--- src/sv/tdlr_pkg.sv ---
// ----------------------------------------------------------------------------
// tdlr_pkg
// Shared types and constants of the thermal derate level ramp unit.
// ----------------------------------------------------------------------------
package tdlr_pkg;

  localparam int unsigned TempW  = 13;
  localparam int unsigned TimerW = 16;
  localparam int unsigned LimitW = 12;
  localparam int unsigned LevelW = 3;
  localparam int unsigned WarnW  = 2;
  localparam int unsigned IdxW   = 8;
  localparam int unsigned CfgDW  = 64;

  // register indexes
  localparam logic [IdxW-1:0] REG_START_TEMP       = 8'd0;
  localparam logic [IdxW-1:0] REG_END_TEMP         = 8'd1;
  localparam logic [IdxW-1:0] REG_LEVEL_TIMES      = 8'd2;
  localparam logic [IdxW-1:0] REG_HYSTERESIS_TIME  = 8'd3;
  localparam logic [IdxW-1:0] REG_CLEAR_TIME       = 8'd4;
  localparam logic [IdxW-1:0] REG_STALL_CLEAR_TIME = 8'd5;
  localparam logic [IdxW-1:0] REG_RAMP_STEP        = 8'd6;
  localparam logic [IdxW-1:0] REG_LEVEL_TARGETS    = 8'd7;

  // register reset values
  localparam logic signed [TempW-1:0] START_TEMP_RST = 13'sd1440;
  localparam logic signed [TempW-1:0] END_TEMP_RST   = 13'sd1280;
  localparam logic [TimerW-1:0] CLEAR_TIME_RST       = 16'd1000;
  localparam logic [TimerW-1:0] STALL_CLEAR_TIME_RST = 16'd1000;
  localparam logic [LimitW-1:0] RAMP_STEP_RST        = 12'd1;

  // derate levels
  localparam logic [LevelW-1:0] LVL_NORMAL = 3'd0;
  localparam logic [LevelW-1:0] LVL_ONE    = 3'd1;
  localparam logic [LevelW-1:0] LVL_TWO    = 3'd2;
  localparam logic [LevelW-1:0] LVL_THREE  = 3'd3;
  localparam logic [LevelW-1:0] LVL_FOUR   = 3'd4;
  localparam logic [LevelW-1:0] LVL_STALL  = 3'd5;

  // warning events
  localparam logic [WarnW-1:0] WARN_NONE  = 2'd0;
  localparam logic [WarnW-1:0] WARN_SET   = 2'd1;
  localparam logic [WarnW-1:0] WARN_CLEAR = 2'd2;

  typedef struct packed {
    logic signed [TempW-1:0] start_temp;
    logic signed [TempW-1:0] end_temp;
    logic [63:0]             level_times;
    logic [TimerW-1:0]       hysteresis_time;
    logic [TimerW-1:0]       clear_time;
    logic [TimerW-1:0]       stall_clear_time;
    logic [LimitW-1:0]       ramp_step;
    logic [59:0]             level_targets;
  } cfg_t;

  typedef struct packed {
    logic [LevelW-1:0] level;
    logic [TimerW-1:0] set_timer;
    logic [TimerW-1:0] clear_timer;
    logic [LimitW-1:0] target;
    logic [LimitW-1:0] ramp;
  } state_t;

  typedef struct packed {
    logic [WarnW-1:0]  warning_event;
    logic [LimitW-1:0] limit_ramped;
    logic [LimitW-1:0] limit_target;
    logic [LevelW-1:0] derate_level;
  } result_t;

  function automatic logic [TimerW-1:0] inc_sat(logic [TimerW-1:0] t,
                                                logic [TimerW-1:0] tmax);
    return (t >= tmax) ? tmax : t + 16'd1;
  endfunction

endpackage

--- src/sv/tdlr_cfg_regs.sv ---
// ----------------------------------------------------------------------------
// tdlr_cfg_regs
// Configuration register file, written through a write enable, index and data.
// ----------------------------------------------------------------------------
module tdlr_cfg_regs import tdlr_pkg::*; (
  input  logic             clk_i,
  input  logic             rst_ni,
  input  logic             wr_en_i,
  input  logic [IdxW-1:0]  wr_index_i,
  input  logic [CfgDW-1:0] wr_data_i,
  output cfg_t             cfg_o
);

  cfg_t cfg_q, cfg_d;

  always_comb begin
    cfg_d = cfg_q;
    if (wr_en_i) begin
      case (wr_index_i)
        REG_START_TEMP:       cfg_d.start_temp       = $signed(wr_data_i[TempW-1:0]);
        REG_END_TEMP:         cfg_d.end_temp         = $signed(wr_data_i[TempW-1:0]);
        REG_LEVEL_TIMES:      cfg_d.level_times      = wr_data_i;
        REG_HYSTERESIS_TIME:  cfg_d.hysteresis_time  = wr_data_i[TimerW-1:0];
        REG_CLEAR_TIME:       cfg_d.clear_time       = wr_data_i[TimerW-1:0];
        REG_STALL_CLEAR_TIME: cfg_d.stall_clear_time = wr_data_i[TimerW-1:0];
        REG_RAMP_STEP:        cfg_d.ramp_step        = wr_data_i[LimitW-1:0];
        REG_LEVEL_TARGETS:    cfg_d.level_targets    = wr_data_i[59:0];
        default: ;
      endcase
    end
  end

  always_ff @(posedge clk_i or negedge rst_ni) begin
    if (!rst_ni) begin
      cfg_q.start_temp       <= START_TEMP_RST;
      cfg_q.end_temp         <= END_TEMP_RST;
      cfg_q.level_times      <= '0;
      cfg_q.hysteresis_time  <= '0;
      cfg_q.clear_time       <= CLEAR_TIME_RST;
      cfg_q.stall_clear_time <= STALL_CLEAR_TIME_RST;
      cfg_q.ramp_step        <= RAMP_STEP_RST;
      cfg_q.level_targets    <= '0;
    end else begin
      cfg_q <= cfg_d;
    end
  end

  assign cfg_o = cfg_q;

endmodule

--- src/sv/tdlr_step.sv ---
// ----------------------------------------------------------------------------
// tdlr_step
// Next-state and result logic for one temperature tick.
// ----------------------------------------------------------------------------
module tdlr_step import tdlr_pkg::*; #(
  parameter int unsigned FULL_SCALE = 4095,
  parameter int unsigned TIMER_MAX  = 65535
) (
  input  cfg_t                    cfg_i,
  input  state_t                  state_i,
  input  logic signed [TempW-1:0] temp_i,
  input  logic                    stall_i,
  output state_t                  state_o,
  output result_t                 result_o
);

  localparam logic [TimerW-1:0] TmaxC = TimerW'(TIMER_MAX);
  localparam logic [LimitW-1:0] FullC = LimitW'(FULL_SCALE);

  logic [TimerW-1:0] th1, th2, th3, th4;
  logic signed [17:0] t_s, ub1, ub2, ub3;
  logic [TimerW-1:0] need;
  logic [LimitW-1:0] diff;
  logic [WarnW-1:0]  ev;
  state_t nxt;

  assign th1 = cfg_i.level_times[15:0];
  assign th2 = cfg_i.level_times[31:16];
  assign th3 = cfg_i.level_times[47:32];
  assign th4 = cfg_i.level_times[63:48];
  assign ub1 = $signed({2'b00, th2}) - $signed({2'b00, cfg_i.hysteresis_time});
  assign ub2 = $signed({2'b00, th3}) - $signed({2'b00, cfg_i.hysteresis_time});
  assign ub3 = $signed({2'b00, th4}) - $signed({2'b00, cfg_i.hysteresis_time});

  always_comb begin
    nxt  = state_i;
    ev   = WARN_NONE;
    need = '0;
    diff = '0;
    t_s  = '0;
    if (stall_i) begin
      nxt.target = cfg_i.level_targets[59:48];
      nxt.level  = LVL_STALL;
    end else if (temp_i >= cfg_i.start_temp) begin
      nxt.set_timer   = inc_sat(state_i.set_timer, TmaxC);
      nxt.clear_timer = '0;
      t_s = $signed({2'b00, nxt.set_timer});
      if (t_s >= $signed({2'b00, th1}) && t_s < ub1) begin
        nxt.target = cfg_i.level_targets[11:0];
        nxt.level  = LVL_ONE;
      end else if (t_s >= $signed({2'b00, th2}) && t_s < ub2) begin
        nxt.target = cfg_i.level_targets[23:12];
        nxt.level  = LVL_TWO;
      end else if (t_s >= $signed({2'b00, th3}) && t_s < ub3) begin
        nxt.target = cfg_i.level_targets[35:24];
        nxt.level  = LVL_THREE;
      end else if (nxt.set_timer >= th4) begin
        nxt.set_timer = th4;
        nxt.target    = cfg_i.level_targets[47:36];
        nxt.level     = LVL_FOUR;
      end
    end else if (state_i.set_timer != '0) begin
      nxt.set_timer = state_i.set_timer - 16'd1;
    end

    if (nxt.level != LVL_NORMAL && temp_i < cfg_i.end_temp && !stall_i) begin
      need = (nxt.level < LVL_STALL) ? cfg_i.clear_time : cfg_i.stall_clear_time;
      nxt.clear_timer = inc_sat(nxt.clear_timer, TmaxC);
      nxt.set_timer   = '0;
      if (nxt.clear_timer >= need) begin
        nxt.clear_timer = '0;
        nxt.target      = FullC;
        nxt.level       = LVL_NORMAL;
      end
    end

    if (state_i.level != nxt.level) begin
      ev = (nxt.level == LVL_NORMAL) ? WARN_CLEAR : WARN_SET;
    end

    if (state_i.ramp > nxt.target) begin
      diff = state_i.ramp - nxt.target;
      nxt.ramp = (diff <= cfg_i.ramp_step) ? nxt.target : state_i.ramp - cfg_i.ramp_step;
    end else if (state_i.ramp < nxt.target) begin
      diff = nxt.target - state_i.ramp;
      nxt.ramp = (diff <= cfg_i.ramp_step) ? nxt.target : state_i.ramp + cfg_i.ramp_step;
    end
  end

  assign state_o                = nxt;
  assign result_o.derate_level  = nxt.level;
  assign result_o.limit_target  = nxt.target;
  assign result_o.limit_ramped  = nxt.ramp;
  assign result_o.warning_event = ev;

endmodule

--- src/sv/thermal_derate_level_ramp_unit.sv ---
// ----------------------------------------------------------------------------
// thermal_derate_level_ramp_unit
// Thermal and stall derate level controller with ramped current limit.
// ----------------------------------------------------------------------------
// One input word per control tick: s_axis_tdata carries the motor temperature
// (signed, 1/16 degC), s_axis_tuser carries stall_active. Each accepted word
// yields exactly one output word on m_axis with derate_level, limit_target,
// limit_ramped and warning_event.
// The word is captured in an input register, then the tick logic updates the
// state registers and loads the output register.
// Throughput is one word per cycle while the receiver takes words; the input
// register advances whenever the output register is empty or being taken, so
// the state update is the only loop.
// When the receiver stalls, the output word holds and one more word may wait
// in the input register; s_axis_tready then drops.
// Configuration registers are written on the cfg channel (always ready) and
// should change only while no word is in flight.
// Reset clears both pipeline registers, sets the level to normal, both timers
// to zero, target and ramped limit to full scale, registers to their defaults.
// ----------------------------------------------------------------------------
module thermal_derate_level_ramp_unit import tdlr_pkg::*; #(
  parameter int unsigned FULL_SCALE = 4095,
  parameter int unsigned TIMER_MAX  = 65535
) (
  input  logic             clk_i,
  input  logic             rst_ni,
  input  logic             s_axis_tvalid,
  output logic             s_axis_tready,
  input  logic [15:0]      s_axis_tdata,   // [12:0] temp_sample
  input  logic [0:0]       s_axis_tuser,   // [0] stall_active
  output logic             m_axis_tvalid,
  input  logic             m_axis_tready,
  output logic [31:0]      m_axis_tdata,   // [2:0] derate_level, [14:3] limit_target,
                                           // [26:15] limit_ramped, [28:27] warning_event
  input  logic             cfg_valid_i,
  output logic             cfg_ready_o,
  input  logic [IdxW-1:0]  cfg_index_i,
  input  logic [CfgDW-1:0] cfg_data_i
);

  cfg_t    cfg;
  state_t  state_q, state_d;
  result_t res_d, res_q;

  logic                    in_valid_q;
  logic signed [TempW-1:0] temp_q;
  logic                    stall_q;
  logic                    out_valid_q;
  logic                    out_load, step_fire, in_load;

  assign cfg_ready_o = 1'b1;

  tdlr_cfg_regs u_cfg (
    .clk_i      (clk_i),
    .rst_ni     (rst_ni),
    .wr_en_i    (cfg_valid_i),
    .wr_index_i (cfg_index_i),
    .wr_data_i  (cfg_data_i),
    .cfg_o      (cfg)
  );

  tdlr_step #(
    .FULL_SCALE (FULL_SCALE),
    .TIMER_MAX  (TIMER_MAX)
  ) u_step (
    .cfg_i    (cfg),
    .state_i  (state_q),
    .temp_i   (temp_q),
    .stall_i  (stall_q),
    .state_o  (state_d),
    .result_o (res_d)
  );

  assign out_load      = !out_valid_q || m_axis_tready;
  assign step_fire     = in_valid_q && out_load;
  assign s_axis_tready = !in_valid_q || out_load;
  assign in_load       = s_axis_tvalid && s_axis_tready;

  always_ff @(posedge clk_i or negedge rst_ni) begin
    if (!rst_ni) begin
      in_valid_q <= 1'b0;
    end else if (s_axis_tready) begin
      in_valid_q <= s_axis_tvalid;
    end
  end

  always_ff @(posedge clk_i) begin
    if (in_load) begin
      temp_q  <= $signed(s_axis_tdata[TempW-1:0]);
      stall_q <= s_axis_tuser[0];
    end
  end

  always_ff @(posedge clk_i or negedge rst_ni) begin
    if (!rst_ni) begin
      state_q.level       <= LVL_NORMAL;
      state_q.set_timer   <= '0;
      state_q.clear_timer <= '0;
      state_q.target      <= LimitW'(FULL_SCALE);
      state_q.ramp        <= LimitW'(FULL_SCALE);
    end else if (step_fire) begin
      state_q <= state_d;
    end
  end

  always_ff @(posedge clk_i or negedge rst_ni) begin
    if (!rst_ni) begin
      out_valid_q <= 1'b0;
    end else if (out_load) begin
      out_valid_q <= in_valid_q;
    end
  end

  always_ff @(posedge clk_i) begin
    if (step_fire) begin
      res_q <= res_d;
    end
  end

  assign m_axis_tvalid = out_valid_q;
  assign m_axis_tdata  = {3'b000, res_q};

`ifndef SYNTHESIS
  a_level_range: assert property (@(posedge clk_i) disable iff (!rst_ni)
    state_q.level <= LVL_STALL)
    else $error("derate level out of range");

  a_normal_full: assert property (@(posedge clk_i) disable iff (!rst_ni)
    state_q.level == LVL_NORMAL |-> state_q.target == LimitW'(FULL_SCALE))
    else $error("normal level without full scale target");

  a_warn_change: assert property (@(posedge clk_i) disable iff (!rst_ni)
    step_fire |=> ((res_q.warning_event != WARN_NONE) ==
                   (state_q.level != $past(state_q.level))))
    else $error("warning event does not match level change");

  a_ready_hold: assert property (@(posedge clk_i) disable iff (!rst_ni)
    !s_axis_tready |-> (in_valid_q && out_valid_q && !m_axis_tready))
    else $error("input stalled without a full pipeline");
`endif

endmodule
--- config.mk ---
export PLATFORM = sky130hd
export DESIGN_NAME = thermal_derate_level_ramp_unit
export DESIGN_NICKNAME = d
export VERILOG_FILES = /design/src/sv/tdlr_pkg.sv /design/src/sv/tdlr_cfg_regs.sv /design/src/sv/tdlr_step.sv /design/src/sv/thermal_derate_level_ramp_unit.sv
export SDC_FILE = /design/constraint.sdc
export NUM_CORES = 1
export LEC_CHECK = 0
export BUFFER_PORTS_ARGS = -buffer_cell sky130_fd_sc_hd__buf_4
export CAP_MARGIN = 25
export CELL_PAD_IN_SITES_DETAIL_PLACEMENT = 1
export CELL_PAD_IN_SITES_GLOBAL_PLACEMENT = 2
export CORE_ASPECT_RATIO = 1.2
export CORE_MARGIN = 4
export CORE_UTILIZATION = 37
export DETAILED_ROUTE_END_ITERATION = 12
export GPL_ROUTABILITY_DRIVEN = 0
export GPL_TIMING_DRIVEN = 0
export PLACE_DENSITY_LB_ADDON = 0.1
export SYNTH_ARGS = -nofsm -noshare
export SYNTH_HDL_FRONTEND = slang
export SYNTH_HIERARCHICAL = 1
export SYNTH_SLANG_ARGS = --single-unit
--- constraint.sdc ---
create_clock -name clk_i -period 11.4 [get_ports clk_i]
set_clock_uncertainty 0.2 [all_clocks]
set_input_delay 2.28 -clock clk_i [delete_from_list [all_inputs] [get_ports clk_i]]
set_output_delay 2.28 -clock clk_i [all_outputs]
set_load 0.1 [all_outputs]
* Word-level counts from Yosys, hierarchy flattened
Cells that the tools add are included.
** Word-level totals
- Bits in registers :: 314
- Input bits :: 94
- Output and inout bits :: 35
- Logic and storage cells :: 112
** Operators by class
- Add/subtract/negate cells :: 10
- Order comparisons :: 17
- Equal/unequal tests :: 9
- Mux-type cells :: 29
- Reduce and logical (&&, ||, !) cells :: 26
** Operators with widths (count)
- 16-bit two-way mux :: 8
- 12-bit two-way mux :: 9
- 16-bit greater-or-equal comparator :: 5
- 28-bit two-way mux :: 2
- 17-bit by 18-bit < comparator with 1-bit output :: 3
- 16-bit by 16-bit subtractor with 17-bit output :: 3
- 47-bit two-way mux :: 1
- 12-bit subtractor :: 3
- 16-bit by 1-bit adder with 16-bit output, second input constant :: 2
- 8-bit by 3-bit == test with 1-bit output, second input constant :: 4
- 16-bit greater-or-equal comparator, second input constant :: 2
- 32-bit two-way mux :: 1
- 12-bit less-or-equal comparator :: 2
- 19-bit two-way mux :: 1
- 3-bit two-way mux :: 6
- 8-bit by 2-bit == test with 1-bit output, second input constant :: 2
- 2-bit AND reduction :: 8
- 16-bit nonzero test :: 1
- 16-bit by 1-bit subtractor with 16-bit output, second input constant :: 1
- 13-bit greater-or-equal comparator :: 1
- 13-bit < comparator :: 1
- 12-bit adder :: 1
- 12-bit greater-than comparator :: 1
- 12-bit < comparator :: 1
- 12 further kinds :: 22

* Depth between registers and ports, before layout
Gate-level depths: netlist (run 1).
- Depth after elaboration :: 19
- Mapped depth :: 62
- Depth with buffers taken out :: 57

* Cells and area by module
Netlist (run 1), hierarchy kept.
** By module, submodules not included
- tdlr_step :: times used 1, cells an instance 1739, area an instance 11680.0 sq um, sequential area each 0.0 sq um
- tdlr_cfg_regs :: times used 1, cells an instance 453, area an instance 7887.6 sq um, sequential area each 5278.8 sq um
- thermal_derate_level_ramp_unit :: times used 1, cells an instance 182, area an instance 3893.7 sq um, sequential area each 2847.7 sq um

* Worst setup path before layout (run 1)
No wires, ideal clock.
- Path type :: register -> register
- Start :: register u_cfg.cfg_q (netlist bit u_cfg/cfg_o[105])
- End :: register state_q[7] (netlist name)
- Setup time :: 0.082 ns
- Arrival time :: 10.823 ns
- Data required time :: 11.118 ns
- Setup slack :: 0.294 ns
- Cell stages (with the launch flop) :: 63
- Buffers on the path :: 5
- Clock period less this slack :: 11.106 ns
- Path through :: dfrtp_1 inv_1 ha_1 nor2b_1 o21ai_0 a21oi_1 o21ai_0 a21oi_1 or2_2 nand4_1 a31oi_1 a21o_1 a21oi_1 xor2_1 ha_1 a211oi_1 o21ai_0 a211oi_1 (+27 left out) o21ai_0 nand2_1 a21o_1 nand2_1 nor2b_1 xnor2_1 ha_1 a21o_1 a21o_1 a21oi_1 o21ai_0 o22a_1 or3_1 nor2b_1 nor2_2 a211oi_1 buf_4 mux2_4
** RTL lines
- from (decl) :: RTL line tdlr_cfg_regs.sv:14 : cfg_t cfg_q, cfg_d;
- from (signal assigned) :: RTL line tdlr_cfg_regs.sv:44 : cfg_q <= cfg_d;
- to (signal assigned) :: RTL line thermal_derate_level_ramp_unit.sv:102 : state_q <= state_d;
- to (decl) :: RTL line thermal_derate_level_ramp_unit.sv:42 : state_t state_q, state_d;

==> flow_summary.toml, run 1 <==
[run_status]
status = "finished clean"

[floorplanning]
io_pins = 129
die_w_um = 238
dieArea_um2 = 67500
core_area_um2 = 62400
die_h_um = 284
start_util_pct = 37.6
fp-row-count = 100

[routing]
wl_met3_mm = 3.55
via_per_inst = 5.56
drt-met1-wl_mm = 38.5
wl_per_cell_um = 25.1
num_vias = 19424
drtPass1Iterations = 5
postRouteAntennaNets = 0
drt_iter0_drc = 1152
met2_wirelength_mm = 43.0
drt_wl_total_mm = 87.5
routed.top_layer = "met4"
drc = 0

[run]
max_cap_violations = 0

[clock_tree]
clock_path_buffers = 3
clock_sinks = 314
worst_skew_pair.late_latency_ps = 580
cts.root.buffer_cell = "clkbuf_16"
path_clk_slew_ps = 60
htreeDepth = 2
cts_tree = "done"
cts_made_buffers = 39

[place]
dpl.cell_count = 3320
io_buffer_count = 121
place_hpwl_mm = 65.8
dpl_cell_area_um2 = 25500
dp_slack_ps = -3610

[power_and_ir_drop]
p_leak_nw = 13.3
power.density_nw_per_um2 = 371
peakVddDrop_v = 0.000376
finalPower_mw = 10.7

[global_route]
grt.overflow.total = 0
grt.total_usage_pct = 25.3
grt_pass1_vias = 20738
antenna_found_initial = 1
grt_max_degree = 118
grt_pass1_wl_mm = 130

[worst_setup_path]
critical_path_class = "flop to flop"
cp_max_fo = 4
slowest_delay_ps = 480
start_kind = "flop"
rr_startpoint = "u_cfg/cfg_o[168]"
required_ps = 11700
critPathSlowestCell = "dfrtp_2"
setup.worst_path.start = "u_cfg/cfg_o[168]"
reg2reg_depth = 62
critPathArrivalTime_ps = 11600
end_kind = "flop"
cpMostUsedCell = "a21oi_2"

[synth]
ys_ff_latch = 314
synth_area_um2 = 23500
ys.flop_type = "dfrtp_1"
synth-warning-count = 6
synth_edf_count = 43
synth_top_cell_by_area = "dfrtp_1"
yosysTopAreaCellShare_pct = 24.3
synth_most_common_cell = "ha_1"
synthArstFlopShare_pct = 86.3
synthTopCellsByCount = "269 x ha_1, 228 x dfrtp_1, 213 x mux2_2"
syn_inst = 2374
synthDistinctLibCells = 86
yosysSeqAreaShare_pct = 34.6
syn_avg_cell_area_um2 = 9.88
ys_top_cells_by_area = "dfrtp_1 24%, ha_1 14%, mux2_2 10%, edfxtp_1 5.5%, dfstp_2 4.8%"

[timing]
fmax_ghz = 0.0885
fin_ws_ps = 104
tightest_slew_ps = 946
fin_crit_ps = 11300
finalSetupViolations = 0
finalCritPeriodShare_pct = 99.1
grt_setup_unrepaired = "yes"
drv_slew = 0
slew_headroom_pct = 36.1
fin_setup_tns_ps = 0
hold_violations = 0

[final_layout]
fill_cells = 6885
fin_nets = 3017
design_area_um2 = 28700
drive_above_1_share_pct = 31.9
final_cells = 3493
antennaDiodeCount = 0
synthToLayoutAreaGrowth_pct = 22.5

[min_path]
min_path_type = "flop to flop"
hp-start = "u_cfg/cfg_o[186]"
hold_depth = 1
==> layout make-up <==
cell class | instances | area (µm²) | share of cell area, %
flip-flops and latches | 314 | 8130 | 28.3
plain buffers | 105 | 646 | 2.25
clock buffers | 52 | 1090 | 3.78
well taps | 816 | 1020 | 3.55
inverters | 205 | 782 | 2.72
multi-input cells | 1743 | 14800 | 51.4
repair buffers | 239 | 1980 | 6.91
clock inverters | 19 | 308 | 1.07
==> layout by cell type (no fill, tap or decap), types with 13 or more instances in the layout <==
master / count
edfxtp_1: 43
buf_2: 15
nand3_1: 68
o211ai_1: 17
ha_1: 256
nand2_1: 150
a31oi_1: 14
dfrtp_1: 225
clkbuf_1: 49
mux2_4: 60
o21ai_1: 18
clkbuf_16: 40
buf_6: 32
mux2_2: 212
nand4_1: 35
nor2b_1: 26
mux2i_1: 26
or3_1: 13
nand2b_1: 24
o21ai_0: 105
o21ai_2: 19
xor2_1: 35
and3_1: 14
nor2_1: 121
a21oi_1: 123
xnor2_1: 50
nor3_1: 28
a21oi_2: 20
dfstp_2: 43
a21o_1: 32
buf_4: 236
inv_1: 193
==> final timing paths <==
| kind | to | slack (ps) |
|---|---|---|
| max | state_q[4] | 100 |
| min | u_cfg/cfg_o[186] | 300 |
| max reg2reg | state_q[4] | 100 |
| min reg2reg | u_cfg/cfg_o[186] | 300 |
| max in group asynchronous | u_cfg/cfg_o[184] | 8620 |
| min in group asynchronous | u_cfg/cfg_o[160] | 1380 |
==> cells by family after synthesis <==
family | after synthesis | share of synthesized area, %
AO/OA/AOI/OAI | 502 | 13.6
other | 2 | 0.0320
multiplexers | 300 | 15.2
buffers and inverters | 319 | 6.11
adder cells (fa/ha/maj) | 276 | 14.9
AND/OR/NAND/NOR | 576 | 12.3
flip-flops | 314 | 34.6
XOR/XNOR | 85 | 3.17
==> through the flow <==
stage	hold WS, ps	utilization (%)
after floorplan	274	-
after detailed placement	288	40.9
after global placement	286	40.7
after global routing	317	46.0
after CTS	306	45.2
final	303	46.0
==> where the power goes <==
group / leakage (nW) / total [mW] / internal (mW) / switching, mW
Combinational: 8.61 / 7.72 / 3.47 / 4.25
Clock: 0.674 / 1.36 / 0.817 / 0.538
Sequential: 3.98 / 1.58 / 1.41 / 0.170
==> worst max-delay path: cells and delay by family, from the launching register on <==
family	cells	cell delay, ps
compound gates	29	4830
xor+xnor	2	270
fa+ha+maj	7	1800
buf+inv	10	1110
flops	1	480
mux	2	430
simple gates	12	2010
==> registers in the layout, summed over array words and instances (netlist names) <==
signal         count
u_cfg/cfg_o      210
state_q           59
m_axis_tdata      29
temp_q            13
in_valid_q         1
m_axis_tvalid      1
stall_q            1
==> timing repair <==
item	CTS	global route
buffers inserted	86	24
pin swaps	93	76
gates resized for setup	171	93
setup endpoints to repair	24	24
hold buffers	0	0
==> metal layers <==
layer	up-vias	track usage (%)
met4	0	6.64
met1	9878	33.5
met3	107	2.92
met5	-	0
li1	9056	-
met2	383	43.7
(Power assumes the default switching activity.)
==> run 2: changes to the inputs <==
--- a/config.mk
+++ b/config.mk
@@ -8,10 +8,11 @@
 export BUFFER_PORTS_ARGS = -buffer_cell sky130_fd_sc_hd__buf_4
 export CAP_MARGIN = 25
 export CELL_PAD_IN_SITES_DETAIL_PLACEMENT = 1
-export CELL_PAD_IN_SITES_GLOBAL_PLACEMENT = 2
+export CELL_PAD_IN_SITES_GLOBAL_PLACEMENT = 1
 export CORE_ASPECT_RATIO = 1.2
 export CORE_MARGIN = 4
-export CORE_UTILIZATION = 37
+export CORE_UTILIZATION = 40
+export CTS_CLUSTER_DIAMETER = 40
 export DETAILED_ROUTE_END_ITERATION = 12
 export GPL_ROUTABILITY_DRIVEN = 0
 export GPL_TIMING_DRIVEN = 0
==> constraint.sdc (replaced) <==
create_clock -name clk_i -period 11.4 [get_ports clk_i]
set_clock_uncertainty 0.2 [all_clocks]
set_input_delay 0 -clock clk_i [delete_from_list [all_inputs] [get_ports clk_i]]
set_output_delay 0 -clock clk_i [all_outputs]
set_load 0.1 [all_outputs]
==> flow_summary.toml, run 2 (same netlist as run 1, synthesis figures left out) <==
[run_status]
status = "finished, violations left"
violations = "negative setup slack"

[routing]
drt_wl_total_mm = 88.0
wl_per_cell_um = 24.7
drc = 0
via_per_inst = 5.67
postRouteAntennaNets = 0
drt_iter0_drc = 1086
num_vias = 20178
drtPass1Iterations = 5

[worst_setup_path]
critPathSlowestCell = "a2111o_1"
cpMostUsedCell = "o21ai_2"
start_kind = "flop"
critical_path_class = "flop to flop"
critPathArrivalTime_ps = 11760
cp_max_fo = 8
end_kind = "flop"
slowest_delay_ps = 410
required_ps = 11730
reg2reg_depth = 58

[global_route]
grt_pass1_vias = 21871
grt_pass1_wl_mm = 132
antenna_found_initial = 8
grtUsageMet3_pct = 3.29
top_usage_layer = "met2"
grt_max_degree = 120
grt.total_usage_pct = 27.3
use_met1_pct = 32.2
grt.overflow.total = 0
use_met2_pct = 50.8

[place]
dpl.cell_count = 3246
io_buffer_count = 121
place_hpwl_mm = 63.8
dp_slack_ps = -3010

[timing]
grt_setup_unrepaired = "yes"
fmax_ghz = 0.0875
fin_setup_tns_ps = -62.7
slew_headroom_pct = 32.7
finalCritPeriodShare_pct = 100
drv_slew = 0
fin_crit_ps = 11430
fin_ws_ps = -27.7
tightest_slew_ps = 1010
hold_violations = 0
holdWs_ps = 22.9
finalSetupViolations = 5

[clock_tree]
cts.root.buffer_cell = "clkbuf_16"
worst_skew_pair.late_latency_ps = 610
clock_path_buffers = 3
cts_tree = "done"
cts_made_buffers = 50
htreeDepth = 2
path_clk_slew_ps = 60
clock_sinks = 314

[final_layout]
synthToLayoutAreaGrowth_pct = 27.8
regArea_um2 = 8130
multi_input_comb_area_um2 = 14600
final_common_cell = "ha_1"
final_cells = 3561
fill_cells = 6429
mostFrequentLayoutCells = "259 x ha_1, 229 x buf_4, 225 x dfrtp_1, 213 x mux2_2, 198 x inv_1"
drive_above_1_share_pct = 29.1
fin_nets = 3145
largest_register_ffs = 210

[power_and_ir_drop]
power.density_nw_per_um2 = 349
switching_share_pct = 46.6
peakVddDrop_v = 0.000251
seqPwrFrac_pct = 15.0
intPower_mw = 5.59
switching_power_mw = 4.88
clkPwrFrac_pct = 15.6
finalPower_mw = 10.5
p_comb_share_pct = 69.3
p_leak_nw = 13.9

[floorplanning]
die_h_um = 273
die_w_um = 229
fp-row-count = 97
dieArea_um2 = 62600
io_pins = 129
start_util_pct = 40.3
core_area_um2 = 58300

[run]
max_cap_violations = 0

[min_path]
hold_depth = 3
min_path_type = "input pin to flop"
run 2: cell count changes in the layout (fill, tap and decap cells not counted), sizes merged, moves of 2 or more:
| cell | change |
|---|---|
| dlygate4sd3 | +143 |
| buf | -24 |
| inv | +14 |
| clkinv | +6 |
| clkbuf | +3 |
| diode | +2 |
run 2: area by class of cell:
class / instances / share of cell area [%]
tap: 742 / 3.10
sequential: 314 / 27.1
clock inverter: 37 / 1.54
multi-input combinational: 1743 / 48.6
timing repair buffer: 356 / 10.5
buffer: 105 / 2.12
clock buffer: 57 / 4.47
antenna: 2 / 0.0167
inverter: 205 / 2.59
run 2: power groups by stage:
stage	clock network (mW)	registers (mW)	logic, mW
after global placement	0	1.58	5.58
after CTS	1.67	1.57	6.75
after floorplan	0	1.86	3.83
final	1.64	1.57	7.26
after detailed placement	0	1.59	5.77
after global routing	1.72	1.60	7.82
run 2: per-stage QoR:
stage                     area (µm²)  utilization [%]
final                          30000             51.5
after global routing           30000             51.5
after CTS                      29600             50.8
after detailed placement       25400             43.6
after global placement         25300             43.4
after floorplan                23500                -
run 2: worst max-delay path: cells and delay by family, from the launching register on:
| kind | cells | cell delay [ps] |
|---|---|---|
| XOR/XNOR | 2 | 260 |
| AND/OR/NAND/NOR | 8 | 1190 |
| multiplexers | 2 | 510 |
| adder cells (fa/ha/maj) | 6 | 1510 |
| AO/OA/AOI/OAI | 32 | 6230 |
| flip-flops | 1 | 380 |
| buffers and inverters | 8 | 1050 |
run 2: path summary, 6_finish.rpt:
check / from / endpoint / slack, ps
setup / recovery: u_cfg/cfg_o[105] / state_q[9] / -30
hold / removal: cfg_data_i[62] / u_cfg/cfg_o[182] / 20
setup reg to reg: u_cfg/cfg_o[105] / state_q[9] / -30
hold reg to reg: u_cfg/cfg_o[122] / u_cfg/cfg_o[122] / 300
max in group asynchronous: rst_ni / state_q[25] / 9890
min in group asynchronous: rst_ni / state_q[23] / 440
run 2: what timing repair did:
item,CTS,global route
setup buffers,60,24
pin swaps,60,78
cloned,0,0
hold buffers,144,0
endpoints found under the setup margin,24,24
resized for setup,137,62
hold endpoints to repair,545,0
run 2: layer usage:
metal  up-vias  share of wire (%)
met2       423                 52
li1       9355                  -
met1     10208                 40
met3       192                3.4
met4         0                4.3
met5         -                  0
